### src/hw/rtl/slcf_pkg.sv
package slcf_pkg;

    localparam int BYTE_W = 8;
    localparam int CHUNK_BYTES_DEF = 32;
    localparam int SYNC_LEN = 4;
    localparam logic [BYTE_W-1:0] SYNC_CHAR = 8'h32;
    localparam logic [BYTE_W-1:0] ASCII_ZERO = 8'h30;

    // Splits a length of 0 to 99 into its decimal tens and ones digits.
    // The nine threshold compares are independent of each other.
    function automatic logic [7:0] dec_split(input logic [6:0] v);
        logic [3:0] tens;
        logic [6:0] rest;
        tens = 4'd0;
        for (int k = 1; k < 10; k++) begin
            if (v >= 7'(10 * k)) begin
                tens = 4'(k);
            end
        end
        rest = v - 7'(tens) * 7'd10;
        return {tens, rest[3:0]};
    endfunction

endpackage

### src/hw/rtl/slcf_if.sv
interface slcf_in_if import slcf_pkg::*; ();
    logic              valid;
    logic              ready;
    logic [BYTE_W-1:0] data_byte;
    logic              message_end;

    modport source (output valid, output data_byte, output message_end, input ready);
    modport sink (input valid, input data_byte, input message_end, output ready);
endinterface

interface slcf_out_if import slcf_pkg::*; ();
    logic              valid;
    logic              ready;
    logic [BYTE_W-1:0] out_byte;
    logic              frame_end;
    logic              run_end;

    modport source (output valid, output out_byte, output frame_end, output run_end,
                    input ready);
    modport sink (input valid, input out_byte, input frame_end, input run_end,
                  output ready);
endinterface

### src/hw/rtl/sync_length_chunk_framer.sv
// Channel   Dir  Payload                          Item
// i_in      in   data_byte, message_end           one message byte
// o_out     out  out_byte, frame_end, run_end     one framed byte
//
// A byte that neither fills the chunk nor ends its message leaves the input ready.
// A byte that closes a chunk is taken and then holds the input off until the
// output register has taken each framed byte: 4 sync, 1 or 2 length digits,
// len payload, plus 5 more when the empty trailer frame follows.
// Reset is synchronous and active low; the chunk store itself is not cleared.
// A stalled output simply holds the sequencer; nothing is dropped.
module sync_length_chunk_framer import slcf_pkg::*; #(
    parameter int CHUNK_BYTES = CHUNK_BYTES_DEF
) (
    input  logic         i_clk,
    input  logic         i_rst_n,
    slcf_in_if.sink      i_in,
    slcf_out_if.source   o_out
);

    localparam int IDX_W = (CHUNK_BYTES > 1) ? $clog2(CHUNK_BYTES) : 1;
    localparam int CNT_W = $clog2(CHUNK_BYTES + 1);
    localparam logic [CNT_W-1:0] LAST_CNT = CNT_W'(CHUNK_BYTES - 1);
    localparam logic [CNT_W-1:0] CNT_ONE = CNT_W'(1);
    localparam logic [1:0] SYNC_LAST = 2'(SYNC_LEN - 1);

    typedef enum logic [2:0] {S_IDLE, S_SYNC, S_DHI, S_DLO, S_PAY} t_state;

    t_state            r_state, n_state;
    logic [CNT_W-1:0]  r_count, n_count;
    logic              r_earlier, n_earlier;
    logic [CNT_W-1:0]  r_len, n_len;
    logic [3:0]        r_tens, n_tens;
    logic [3:0]        r_ones, n_ones;
    logic              r_extra, n_extra;
    logic              r_empty, n_empty;
    logic [1:0]        r_pos, n_pos;
    logic [IDX_W-1:0]  r_idx, n_idx;
    logic              r_ov, n_ov;
    logic [BYTE_W-1:0] r_obyte, n_obyte;
    logic              r_ofe, n_ofe;
    logic              r_ore, n_ore;

    logic              in_acc;
    logic              out_load;
    logic              closes;
    logic              pay_last;
    logic [CNT_W-1:0]  len_nxt;
    logic [BYTE_W-1:0] rd_data;

    assign i_in.ready = (r_state == S_IDLE);
    assign in_acc     = i_in.valid && i_in.ready;
    assign out_load   = !r_ov || o_out.ready;
    assign len_nxt    = r_count + CNT_ONE;
    assign closes     = i_in.message_end || (r_count == LAST_CNT);
    assign pay_last   = (CNT_W'(r_idx) == (r_len - CNT_ONE));

    // The read address follows the next index, so the registered read data
    // always belongs to the current index, even across output stalls.
    slcf_ram #(
        .WIDTH (BYTE_W),
        .DEPTH (CHUNK_BYTES)
    ) u_store (
        .i_clk     (i_clk),
        .i_wr_en   (in_acc),
        .i_wr_addr (r_count[IDX_W-1:0]),
        .i_wr_data (i_in.data_byte),
        .i_rd_addr (n_idx),
        .o_rd_data (rd_data)
    );

    always_comb begin
        n_state   = r_state;
        n_count   = r_count;
        n_earlier = r_earlier;
        n_len     = r_len;
        n_tens    = r_tens;
        n_ones    = r_ones;
        n_extra   = r_extra;
        n_empty   = r_empty;
        n_pos     = r_pos;
        n_idx     = r_idx;
        n_ov      = r_ov && !o_out.ready;
        n_obyte   = r_obyte;
        n_ofe     = r_ofe;
        n_ore     = r_ore;

        case (r_state)
            S_IDLE: begin
                if (in_acc) begin
                    if (closes) begin
                        // This byte completes a frame: latch its length and digits.
                        n_state          = S_SYNC;
                        n_pos            = 2'd0;
                        n_idx            = '0;
                        n_len            = len_nxt;
                        {n_tens, n_ones} = dec_split(7'(len_nxt));
                        n_extra          = i_in.message_end && (r_count == LAST_CNT)
                                           && r_earlier;
                        n_empty          = 1'b0;
                        n_count          = '0;
                        n_earlier        = !i_in.message_end;
                    end else begin
                        n_count = len_nxt;
                    end
                end
            end
            S_SYNC: begin
                if (out_load) begin
                    n_ov    = 1'b1;
                    n_obyte = SYNC_CHAR;
                    n_ofe   = 1'b0;
                    n_ore   = 1'b0;
                    n_pos   = r_pos + 2'd1;
                    if (r_pos == SYNC_LAST) begin
                        n_state = (!r_empty && (r_tens != 4'd0)) ? S_DHI : S_DLO;
                    end
                end
            end
            S_DHI: begin
                if (out_load) begin
                    n_ov    = 1'b1;
                    n_obyte = ASCII_ZERO + {4'd0, r_tens};
                    n_ofe   = 1'b0;
                    n_ore   = 1'b0;
                    n_state = S_DLO;
                end
            end
            S_DLO: begin
                if (out_load) begin
                    n_ov    = 1'b1;
                    n_obyte = ASCII_ZERO + {4'd0, (r_empty ? 4'd0 : r_ones)};
                    // The empty trailer frame ends on its length digit.
                    n_ofe   = r_empty;
                    n_ore   = r_empty;
                    n_idx   = '0;
                    n_state = r_empty ? S_IDLE : S_PAY;
                    n_empty = 1'b0;
                end
            end
            S_PAY: begin
                if (out_load) begin
                    n_ov    = 1'b1;
                    n_obyte = rd_data;
                    n_ofe   = pay_last;
                    n_ore   = pay_last && !r_extra;
                    if (pay_last) begin
                        if (r_extra) begin
                            n_state = S_SYNC;
                            n_empty = 1'b1;
                            n_extra = 1'b0;
                            n_pos   = 2'd0;
                        end else begin
                            n_state = S_IDLE;
                        end
                    end else begin
                        n_idx = r_idx + IDX_W'(1);
                    end
                end
            end
            default: begin
                n_state = S_IDLE;
            end
        endcase
    end

    always_ff @(posedge i_clk) begin
        if (!i_rst_n) begin
            r_state   <= S_IDLE;
            r_count   <= '0;
            r_earlier <= 1'b0;
            r_extra   <= 1'b0;
            r_empty   <= 1'b0;
            r_pos     <= 2'd0;
            r_idx     <= '0;
            r_ov      <= 1'b0;
        end else begin
            r_state   <= n_state;
            r_count   <= n_count;
            r_earlier <= n_earlier;
            r_extra   <= n_extra;
            r_empty   <= n_empty;
            r_pos     <= n_pos;
            r_idx     <= n_idx;
            r_ov      <= n_ov;
        end
        r_len   <= n_len;
        r_tens  <= n_tens;
        r_ones  <= n_ones;
        r_obyte <= n_obyte;
        r_ofe   <= n_ofe;
        r_ore   <= n_ore;
    end

    assign o_out.valid     = r_ov;
    assign o_out.out_byte  = r_obyte;
    assign o_out.frame_end = r_ofe;
    assign o_out.run_end   = r_ore;

    a_close_starts_frame: assert property (@(posedge i_clk) disable iff (!i_rst_n)
        (in_acc && i_in.message_end) |=> (r_state == S_SYNC))
        else $error("message end did not start a frame");

    a_count_in_range: assert property (@(posedge i_clk) disable iff (!i_rst_n)
        r_count <= LAST_CNT)
        else $error("chunk count beyond the last slot");

    a_run_end_on_frame_end: assert property (@(posedge i_clk) disable iff (!i_rst_n)
        (o_out.valid && o_out.run_end) |-> o_out.frame_end)
        else $error("run end without frame end");

    a_trailer_exclusive: assert property (@(posedge i_clk) disable iff (!i_rst_n)
        r_extra |-> !r_empty)
        else $error("trailer pending while trailer is being sent");

    a_idle_count_clear: assert property (@(posedge i_clk) disable iff (!i_rst_n)
        (r_state != S_IDLE) |-> (r_count == '0))
        else $error("open chunk holds bytes while a frame is sent");

endmodule

### src/hw/rtl/slcf_ram.sv
module slcf_ram #(
    parameter int WIDTH = 8,
    parameter int DEPTH = 32,
    localparam int ADDR_W = (DEPTH > 1) ? $clog2(DEPTH) : 1
) (
    input  logic              i_clk,
    input  logic              i_wr_en,
    input  logic [ADDR_W-1:0] i_wr_addr,
    input  logic [WIDTH-1:0]  i_wr_data,
    input  logic [ADDR_W-1:0] i_rd_addr,
    output logic [WIDTH-1:0]  o_rd_data
);

    logic [WIDTH-1:0] r_mem [DEPTH];
    logic [WIDTH-1:0] r_rd_data;

    always_ff @(posedge i_clk) begin
        if (i_wr_en) begin
            r_mem[i_wr_addr] <= i_wr_data;
        end
        r_rd_data <= r_mem[i_rd_addr];
    end

    assign o_rd_data = r_rd_data;

endmodule

### src/flat_wrapper.sv
// flat-port wrapper written by rule: the top's interface ports become plain ports
module sync_length_chunk_framer_flat import slcf_pkg::*;
#(
    parameter int CHUNK_BYTES = CHUNK_BYTES_DEF
)
  (i_clk, i_rst_n, i_in_valid, i_in_data_byte, i_in_message_end, i_in_ready, o_out_valid, o_out_out_byte, o_out_frame_end, o_out_run_end, o_out_ready);
  slcf_in_if i_in_i ();
  slcf_out_if o_out_i ();
  input  logic i_clk;
  input  logic i_rst_n;
  input wire logic [$bits(i_in_i.valid)-1:0] i_in_valid;
  input wire logic [$bits(i_in_i.data_byte)-1:0] i_in_data_byte;
  input wire logic [$bits(i_in_i.message_end)-1:0] i_in_message_end;
  output wire logic [$bits(i_in_i.ready)-1:0] i_in_ready;
  output wire logic [$bits(o_out_i.valid)-1:0] o_out_valid;
  output wire logic [$bits(o_out_i.out_byte)-1:0] o_out_out_byte;
  output wire logic [$bits(o_out_i.frame_end)-1:0] o_out_frame_end;
  output wire logic [$bits(o_out_i.run_end)-1:0] o_out_run_end;
  input wire logic [$bits(o_out_i.ready)-1:0] o_out_ready;
  assign i_in_i.valid = i_in_valid;
  assign i_in_i.data_byte = i_in_data_byte;
  assign i_in_i.message_end = i_in_message_end;
  assign i_in_ready = i_in_i.ready;
  assign o_out_valid = o_out_i.valid;
  assign o_out_out_byte = o_out_i.out_byte;
  assign o_out_frame_end = o_out_i.frame_end;
  assign o_out_run_end = o_out_i.run_end;
  assign o_out_i.ready = o_out_ready;
  sync_length_chunk_framer #(.CHUNK_BYTES(CHUNK_BYTES)) u_core (.i_clk(i_clk), .i_rst_n(i_rst_n), .i_in(i_in_i), .o_out(o_out_i));
endmodule
### config.mk
export PLATFORM = sky130hd
export DESIGN_NAME = sync_length_chunk_framer_flat
export DESIGN_NICKNAME = d
export VERILOG_FILES = /design/src/hw/rtl/slcf_pkg.sv /design/src/hw/rtl/slcf_if.sv /design/src/hw/rtl/sync_length_chunk_framer.sv /design/src/hw/rtl/slcf_ram.sv /design/src/flat_wrapper.sv
export SDC_FILE = /design/constraint.sdc
export NUM_CORES = 1
export LEC_CHECK = 0
export BUFFER_PORTS_ARGS = -buffer_cell sky130_fd_sc_hd__buf_2
export CAP_MARGIN = 20
export CORE_AREA = 10 10 164 166
export DETAILED_ROUTE_END_ITERATION = 8
export DIE_AREA = 0 0 174 176
export PLACE_DENSITY = 0.81
export SKIP_LAST_GASP = 1
export SLEW_MARGIN = 20
export SYNTH_ARGS = -nofsm -noshare
export SYNTH_HDL_FRONTEND = slang
export SYNTH_SLANG_ARGS = --single-unit
### constraint.sdc
create_clock -name i_clk -period 6.6 [get_ports i_clk]
set_input_delay 0.66 -clock i_clk [delete_from_list [all_inputs] [get_ports i_clk]]
set_output_delay 0.66 -clock i_clk [all_outputs]
set_load 0.02 [all_outputs]
==> results.txt, run 1 <==
Status: finished, final reports clean
Register area: 8910 sq um
Syn-to-layout area delta: 9.50%
Total gr overflow: 0
Largest net degree at the start of global routing: 70
Post-DP HPWL: 17800 microns
Seq/Total Area, Yosys: 0.696
Setup CP Type: reg -> reg
Fmax: 226 MHz
RSZ-0062 raised after global routing: no
Clock root buffer: clkbuf_16
Ys async rst share: 0
Mapped Cells: 918
Setup repair bufs after CTS: 0
Starting Density: 0.537
Area of the multi-input gates: 3580 sq um
Setup-failing EPs final: 0
Syn. warnings: 0
Die height: 176 microns
Clk Latency, worst-skew pair: 550 ps
Worst min path class: in -> reg
Die Area: 30600 sq um
CP max FO: 69
Row cnt: 57
Avg Synthesized Cell Area: 13.9 sq um
Post-synthesis simple-gate area fraction: 0.120
WP data arrival: 4850 ps
Vias in the first global route: 7418
Hold Vio Cnt, Final: 0
GPL Wtd Cong: 0.932
Top_reg_cell synth: edfxtp_1
Share of post-route cells with drive strength above 1: 0.0997
Compound-Gate Fraction of Synth Area: 0.0800
Crit path cell chain: or3_4, o31a_1, a311oi_1, and2_1, o22a_2, buf_4, nor2b_1, a222oi_1, o22ai_1, o31ai_1, nand3_1
Initial antenna violation count: 0
Count of nets after finishing: 954
Total GRT Usage: 0.179
Worst Skew: 26.1 ps
Reg-to-Reg End: u_core.u_store.o_rd_data[4]
Worst Hold Path EP: u_core.r_earlier
Hold Buf Count CTS: 0
Worst EP required: 7030 ps
DR vias/cell: 6.14
Total negative slack: 0 ps
# clock sinks: 306
Slew headroom: 0.271
Max-slew violations: 0
Yosys cell types: 58
Crit path max-delay cell type: buf_4
CTS H-tree lvls: 1
Num CTS Buffers: 29
Largest family of logic cells by synthesized area: simple AND/OR/NAND/NOR gates
Leak: 4.80 nW
N_diodes: 0
Max Root-Sink Buffers: 3
First-pass GRT wire length: 43600 microns
Post-synth EDFFs: 278
Antenna-violating nets left: 0
Layout filler cell count: 1772
Post_cts resized: 0
Area leader, netlist: edfxtp_1
WL/cell: 22.0 microns
R2r setup slk: 2180 ps
Mapped Area: 12800 sq um
Critical Path End Type: register
Die X-Extent: 174 microns
Drc violations: 0
Final Critical Period: 4420 ps
Synth Area in Adders: 0.00939
CTS tree: done
Startpoint type of the worst setup path: register
Post-synthesis xor/xnor area fraction: 0.00753
Worst Tran Pin Value: 1070 ps
Maximum vdd drop: 0.181 mV
CP delay by family, top: compound AO/OA/AOI/OAI gates
Count of input and output buffers: 24
CP Buf/Inv Count: 1
Yosys top cell area share: 0.652
Area after DPL: 13100 sq um
Synth Net Count: 940
Ports: 25
Clk slew on worst S/H paths: 60 ps
Hold path cells: 3
Final wirelength: 28100 microns
Period utilisation layout: 0.670
CORE AREA: 23800 sq um
CP max stage delay: 710 ps
Max cap viols: 0
Cell area after layout: 14000 sq um
Crit path from: u_core.r_ones[0]
Mux share of post-synthesis cell area: 0.0609
Worst reg2reg path startpoint: u_core.r_ones[0]
R2R depth: 11
Power Density: 273 nW/um^2
Yosys reg bits: 306
Drt first-iter violations: 1412
Detailed Routing Iterations Pass 1: 9
Hold_sp: i_in_message_end
Synth area leaders: edfxtp_1 (65%), mux2i_1 (4.8%), dfxtp_1 (4.4%), nand2_1 (3.7%), a211oi_1 (2.3%)
Vias: 7843
per-stage QoR:
stage / hold WS [ps] / total power, mW / setup slack, ps / util / cells
after global routing: 509 / 3.92 / 1900 / 0.588 / 1277
after CTS: 481 / 3.84 / 2260 / 0.588 / 1277
final: 490 / 3.82 / 2180 / 0.588 / 1277
after global placement: 481 / 2.27 / 2490 / 0.550 / 1225
after floorplan: 463 / 2.22 / 3640 / - / 918
after detailed placement: 526 / 2.28 / 2320 / 0.550 / 1225
worst max-delay path by stage:
stage,end,slack (ps),cells past startpoint
after floorplan,u_core.u_store.o_rd_data[0],3640,10
after global placement,u_core.u_store.o_rd_data[2],2490,10
after detailed placement,u_core.u_store.o_rd_data[4],2320,11
after CTS,u_core.u_store.o_rd_data[3],2260,11
after global routing,u_core.u_store.o_rd_data[3],1900,11
final,u_core.u_store.o_rd_data[4],2180,11
logic make-up after synthesis:
logic type               after synthesis
AND/OR/NAND/NOR                      322
flip-flops                           306
AO/OA/AOI/OAI                        133
multiplexers                          75
buffers and inverters                 62
XOR/XNOR                              11
adder cells (fa/ha/maj)                9
final cells by class:
class | instances | area share
Timing Repair Buffer | 30 | 0.0118
Sequential cell | 306 | 0.636
Inverter | 15 | 0.00402
Tap cell | 324 | 0.0289
Clock buffer | 40 | 0.0547
Multi-Input combinational cell | 550 | 0.256
Clock inverter | 12 | 0.00920
cells in the final DEF (no fill, tap or decap), types with 3 or more instances in the layout:
master,netlist,layout
o31ai_1,6,6
edfxtp_1,278,278
or4_1,3,3
ha_1,8,8
a21boi_0,7,7
xnor2_1,5,5
nor3b_1,3,3
buf_2,16,24
nand2b_1,7,7
xor2_1,6,6
inv_1,15,15
bufinv_16,0,3
o21a_1,3,3
nor3_1,13,11
clkbuf_1,18,11
mux2i_1,61,61
a211oi_1,39,39
clkbuf_16,0,29
nand4_1,14,14
a32oi_1,15,15
buf_4,6,6
nand3_1,43,43
nand3b_1,3,3
mux2_2,13,13
clkinv_1,0,7
nor2b_1,12,12
nor2_1,54,53
o22ai_1,7,7
nand2_1,125,125
a222oi_1,8,8
dfxtp_1,28,28
and2_1,29,29
and3_1,4,4
o21ai_0,7,7
a21oi_1,19,19
cell usage after synthesis (all sizes together), types with 7 or more instances:
| cell type | count |
|---|---|
| ha | 8 |
| mux2i | 62 |
| a32oi | 15 |
| clkbuf | 18 |
| a211oi | 41 |
| o22ai | 7 |
| edfxtp | 278 |
| o21ai | 7 |
| a21boi | 8 |
| nor2 | 56 |
| nand2b | 7 |
| nand4 | 14 |
| nand2 | 125 |
| and2 | 29 |
| inv | 15 |
| nor2b | 12 |
| nor3 | 13 |
| mux2 | 13 |
| nand3 | 43 |
| buf | 29 |
| a222oi | 8 |
| dfxtp | 28 |
| a21oi | 19 |
tightest hold or removal path: stages:
cell and delay [ps]:
buf_2 130, nand2_1 60, o211a_1 130
routing by layer:
metal,GRT usage,up-vias,wire length (microns)
met5,0,-,0
met4,0.0452,0,586
met3,0.0352,53,3010
met2,0.296,492,13600
met1,0.239,3796,10900
li1,-,3502,-
state kept, by name, summed over array words and instances (netlist names):
| name | count |
|---|---|
| u_core.u_store.r_mem | 256 |
| u_core.o_out.out_byte | 8 |
| u_core.u_store.o_rd_data | 8 |
| u_core.r_count | 6 |
| u_core.r_idx | 5 |
| u_core.r_len | 5 |
| u_core.r_ones | 4 |
| u_core.r_state | 3 |
| u_core.r_tens | 3 |
| u_core.r_pos | 2 |
| u_core.o_out.frame_end | 1 |
| u_core.o_out.run_end | 1 |
| u_core.o_out.valid | 1 |
| u_core.r_earlier | 1 |
| u_core.r_empty | 1 |
| u_core.r_extra | 1 |
where the power goes:
group | switching (mW) | total (mW) | internal [mW]
Clock | 0.665 | 1.59 | 0.922
Sequential | 0.0104 | 2.14 | 2.13
Combinational | 0.0732 | 0.0962 | 0.0230
Total | 0.749 | 3.82 | 3.07
No activity file was read; power rests on OpenSTA's default activity.
==> run 2, diff against run 1 <==
Clock period 6.6 ns to 4.6 ns, I/O delays scaled along.
==> results.txt, run 2 (synthesis results as in run 1) <==
Max cap viols: 0
Status: finished, final reports clean
Worst Hold Path EP: u_core.r_earlier
Reg with most FFs: u_core.u_store.r_mem
CTS tree: done
Die Area: 30600 sq um
WL/cell: 22.1 microns
Final wirelength: 28400 microns
Syn-to-layout area delta: 11.1%
Period utilisation layout: 0.914
Max FFs per register: 256
Comb power frac: 0.024
Most common cell after layout, fill and taps aside: edfxtp_1
R2R depth: 13
Vias in the first global route: 7630
# clock sinks: 306
Hold_sp: i_in_message_end
CORE AREA: 23800 sq um
Worst EP required: 5040 ps
Setup repair bufs after CTS: 0
Worst reg2reg path startpoint: u_core.r_ones[0]
Reg-to-Reg End: u_core.u_store.o_rd_data[0]
Max Root-Sink Buffers: 3
Hold Vio Cnt, Final: 0
RSZ-0062 raised after global routing: no
Detailed Routing Iterations Pass 1: 6
Worst min path class: in -> reg
Worst Skew: 24.3 ps
Most frequent cells in the layout: edfxtp_1 (278), nand2_1 (125), mux2i_1 (61)
Fin worst setup slack: 394 ps
Post-DP HPWL: 17800 microns
Clk Latency, worst-skew pair: 580 ps
Total GRT Usage: 0.181
Worst Tran Pin Value: 938 ps
N_diodes: 0
Count of input and output buffers: 24
Die X-Extent: 174 microns
Final Critical Period: 4210 ps
Switching Fraction: 0.202
Critical Path End Type: register
DR vias/cell: 6.05
Maximum vdd drop: 0.383 mV
Clk pwr share: 0.443
Layout filler cell count: 1785
Hold path cells: 3
R2r setup slk: 390 ps
Antenna-violating nets left: 0
Largest net degree at the start of global routing: 70
Starting Density: 0.537
Total gr overflow: 0
First-pass GRT wire length: 43600 microns
Power Density: 405 nW/um^2
Setup WS pre-CTS: 472 ps
Ports: 25
Num CTS Buffers: 29
CP max FO: 69
Worst hold slack: 257 ps
WP data arrival: 4650 ps
Slew headroom: 0.372
Leak: 4.94 nW
Clk slew on worst S/H paths: 70 ps
Part of the power in registers: 0.533
Setup-failing EPs final: 0
Setup CP Type: reg -> reg
Max-slew violations: 0
GPL Wtd Cong: 0.921
Die height: 176 microns
Drt first-iter violations: 1023
Count of nets after finishing: 963
Clock root buffer: clkbuf_16
Drc violations: 0
Total negative slack: 0 ps
Post_cts resized: 0
Row cnt: 57
Vias: 7787
Fmax: 238 MHz
Share of post-route cells with drive strength above 1: 0.121
Hold Buf Count CTS: 0
Internal Pwr Total: 4.60 mW
Net Sw Power: 1.16 mW
CTS H-tree lvls: 1
Startpoint type of the worst setup path: register
Initial antenna violation count: 0
run 2: cell count changes in the layout (fill, tap and decap cells not counted), sizes merged:
cell | before | now
buf | 30 | 39
clkbuf | 40 | 35
clkinv | 8 | 12
bufinv | 3 | 5
inv | 15 | 17
clkinvlp | 1 | 0
run 2: metrics by stage:
stage / instance area [sq um] / power [mW] / util / instances
detailed placement: 13200 / 3.27 / 0.554 / 1234
global route: 14200 / 5.89 / 0.597 / 1288
CTS: 14200 / 5.77 / 0.597 / 1288
finish: 14200 / 5.76 / 0.597 / 1288
global placement: 13200 / 3.26 / 0.553 / 1234
floorplan: 12800 / 3.19 / - / 918
run 2: worst max path at each step:
stage                           from                     endpoint
floorplan           u_core.r_ones[0]  u_core.u_store.o_rd_data[0]
global placement    u_core.r_ones[0]  u_core.u_store.o_rd_data[1]
detailed placement  u_core.r_ones[0]  u_core.u_store.o_rd_data[1]
CTS                 u_core.r_ones[0]  u_core.u_store.o_rd_data[1]
global route        u_core.r_ones[0]  u_core.u_store.o_rd_data[4]
finish              u_core.r_ones[0]  u_core.u_store.o_rd_data[0]
run 2: power groups by stage:
stage / logic [mW] / clock network, mW / registers, mW
2_1_floorplan: 0.0629 / 0 / 3.13
3_3_place_gp: 0.131 / 0 / 3.13
3_5_place_dp: 0.137 / 0 / 3.13
4_1_cts: 0.137 / 2.56 / 3.07
5_1_grt: 0.151 / 2.67 / 3.07
6_report: 0.138 / 2.55 / 3.07
run 2: metal layers:
| layer | vias up | wire length (microns) | share of wire | global-route usage |
|---|---|---|---|---|
| met1 | 3805 | 11300 | 0.40 | 0.235 |
| met2 | 405 | 13900 | 0.49 | 0.303 |
| met5 | - | 0 | 0 | 0 |
| li1 | 3528 | - | - | - |
| met3 | 49 | 2540 | 0.089 | 0.0318 |
| met4 | 0 | 650 | 0.023 | 0.0609 |
run 2: layout make-up:
class,count,area (sq um),area share
Multi-Input combinational cell,550,3570,0.251
Timing Repair Buffer,39,245,0.0173
Clock buffer,35,788,0.0554
Inverter,15,56.3,0.00396
Tap cell,324,405,0.0285
Clock inverter,19,239,0.0168
Sequential cell,306,8910,0.627
run 2: worst max-delay path: stages (launching register included):
cell and delay [ps]:
edfxtp_1 410, inv_1 70, ha_1 300, xor2_1 170, nand2_1 80, nor4_1 450, and2_1 410, o22a_2 240
buf_12 330, nor2b_1 210, a222oi_1 430, o22ai_1 140, o31ai_1 640, nand3_1 140
==> run 3, diff against run 2 <==
--- a/config.mk
+++ b/config.mk
@@ -7,7 +7,8 @@
 export LEC_CHECK = 0
+export ABC_AREA = 1
 export BUFFER_PORTS_ARGS = -buffer_cell sky130_fd_sc_hd__buf_2
 export CAP_MARGIN = 20
-export CORE_AREA = 10 10 164 166
+export CORE_AREA = 10 10 171 173
 export DETAILED_ROUTE_END_ITERATION = 8
-export DIE_AREA = 0 0 174 176
+export DIE_AREA = 0 0 181 183
 export PLACE_DENSITY = 0.81
==> constraint.sdc (replaced) <==
create_clock -name i_clk -period 4.6 [get_ports i_clk]
set_input_delay 0.23 -clock i_clk [delete_from_list [all_inputs] [get_ports i_clk]]
set_output_delay 0.23 -clock i_clk [all_outputs]
set_load 0.02 [all_outputs]
==> results.txt, run 3 <==
# clock sinks: 306
Final wirelength: 33000 microns
Max FFs per register: 256
Worst reg2reg path startpoint: u_core.r_ones[0]
Cell area after layout: 15200 sq um
Num CTS Buffers: 31
Critical Path End Type: register
Share of post-route cells with drive strength above 1: 0.0728
Final Critical Period: 3930 ps
Seq/Total Area, Yosys: 0.635
Most common cell after layout, fill and taps aside: nand3_1
DR vias/cell: 5.69
Setup repair bufs after CTS: 0
CP max FO: 51
Max-slew violations: 0
Ys async rst share: 0
Post_cts resized: 0
First-pass GRT wire length: 52500 microns
Antenna-violating nets left: 0
WP data arrival: 4390 ps
Crit path cell chain: inv_1, ha_1, nand2_1, nand2_1, nor2_1, nand2_1, nor2_1, nand3_2, nand3_2, nand3_4, nand2_4, buf_4, nand2_1, nand3_1, nand3_1, nand3_1, nand2_1, nand2_1, nand2_1
Syn-to-layout area delta: 8.57%
Total GRT Usage: 0.194
CORE AREA: 25800 sq um
Hold Vio Cnt, Final: 0
Setup CP Type: reg -> reg
Max cap viols: 0
Die X-Extent: 181 microns
Worst min path class: in -> reg
CTS tree: done
Yosys reg bits: 306
Maximum vdd drop: 0.327 mV
Die Area: 33100 sq um
Crit path max-delay cell type: nand2_4
Die height: 183 microns
N_diodes: 0
Worst EP required: 5060 ps
Period utilisation layout: 0.855
Mapped Area: 14000 sq um
Area after DPL: 14300 sq um
Setup-failing EPs final: 0
Mapped Cells: 1390
Startpoint type of the worst setup path: register
Top_reg_cell synth: edfxtp_1
Clk Latency, worst-skew pair: 570 ps
Hold path cells: 4
CTS H-tree lvls: 1
Detailed Routing Iterations Pass 1: 5
RSZ-0062 raised after global routing: no
CP max stage delay: 670 ps
Clk slew on worst S/H paths: 60 ps
Power Density: 506 nW/um^2
Setup WS pre-CTS: 763 ps
Avg Synthesized Cell Area: 10.1 sq um
Worst Hold Path EP: u_core.o_out.valid
Fin worst setup slack: 667 ps
Count of nets after finishing: 1411
Yosys cell types: 37
Synth cell count leaders: nand3_1 (300), edfxtp_1 (278), nand2_1 (274)
Worst Skew: 9.80 ps
Status: finished, final reports clean
Reg-to-Reg End: u_core.u_store.o_rd_data[4]
Slew headroom: 0.362
Fmax: 254 MHz
Drt first-iter violations: 1277
Post-synth EDFFs: 278
WL/cell: 18.9 microns
Clock root buffer: clkbuf_16
Syn. warnings: 0
Hold_sp: o_out_ready
Row cnt: 59
Yosys top cell area share: 0.595
R2R depth: 19
CP most frequent cell: nand2_1
Synth area leaders: edfxtp_1 (59%), nand3_1 (11%), nand2_1 (7.3%), inv_1 (5.7%), dfxtp_1 (4.0%)
Total gr overflow: 0
GPL Wtd Cong: 0.899
Max Root-Sink Buffers: 3
Worst Tran Pin Value: 954 ps
Vias in the first global route: 9775
Initial antenna violation count: 0
Count of input and output buffers: 24
Starting Density: 0.545
Synth Net Count: 1412
Post-DP HPWL: 20200 microns
Area leader, netlist: edfxtp_1
Drc violations: 0
Vias: 9946
Largest net degree at the start of global routing: 65
Hold Buf Count CTS: 2
Reg with most FFs: u_core.u_store.r_mem
Leak: 6.09 nW
Most frequent cells in the layout: nand3_1 (300), edfxtp_1 (278), nand2_1 (273)
Total negative slack: 0 ps
Ports: 25
R2r setup slk: 670 ps
Cell with the most instances after synthesis: nand3_1
## run 3: cell families after synthesis
group,after synthesis,share of synthesized area
and+or+nand+nor,735,0.248
DFF,306,0.635
buffers and inverters,295,0.0894
AOI/OAI and AO/OA,41,0.0170
adders and majority gates,9,0.00856
xor gates and xnor gates,4,0.00250
## run 3: where the power goes
part	switching (mW)	leakage, nW	internal (mW)
clock	1.02	0.464	1.34
combinational	1.48	2.88	0.588
sequential	0.0731	2.74	3.20
total	2.58	6.09	5.14
## run 3: worst max-delay path, delay by kind of cell (launching register included)
family / cells / cell delay, ps
AND/OR/NAND/NOR: 16 / 2530
adder cells (fa/ha/maj): 1 / 270
flip-flops: 1 / 400
buffers and inverters: 2 / 580
## run 3: per-stage QoR
step                 util  hold WS (ps)  instances  power, mW
detailed placement  0.554           476       1689       5.35
global placement    0.554           458       1689       5.29
finish              0.592           125       1749       7.71
global route        0.592           152       1749       8.08
CTS                 0.592           108       1749       7.71
floorplan               -           325       1390       4.87
## run 3: layer usage
metal	track usage	part of all wire	vias to the layer above
met4	0.0651	0.029	0
met3	0.0329	0.084	83
met2	0.332	0.49	489
li1	-	-	4640
met5	0	0	-
met1	0.245	0.40	4734
## run 3: worst max-delay path by stage
stage / startpoint / endpoint / depth (start not counted)
after floorplan: u_core.r_count[2] / u_core.r_ones[3] / 18
after global placement: u_core.r_ones[0] / u_core.u_store.o_rd_data[4] / 19
after detailed placement: u_core.r_ones[0] / u_core.u_store.o_rd_data[4] / 19
after CTS: u_core.r_ones[0] / u_core.u_store.o_rd_data[4] / 19
after global routing: u_core.r_ones[0] / u_core.u_store.o_rd_data[4] / 19
final: u_core.r_ones[0] / u_core.u_store.o_rd_data[4] / 19
## run 3: layout make-up
type	count	area, sq um
fill	2054	10500
sequential	306	8910
multi-input combinational	789	3890
inverter	225	845
clock buffer	39	806
tap	335	419
timing repair buffer	36	228
clock inverter	19	141
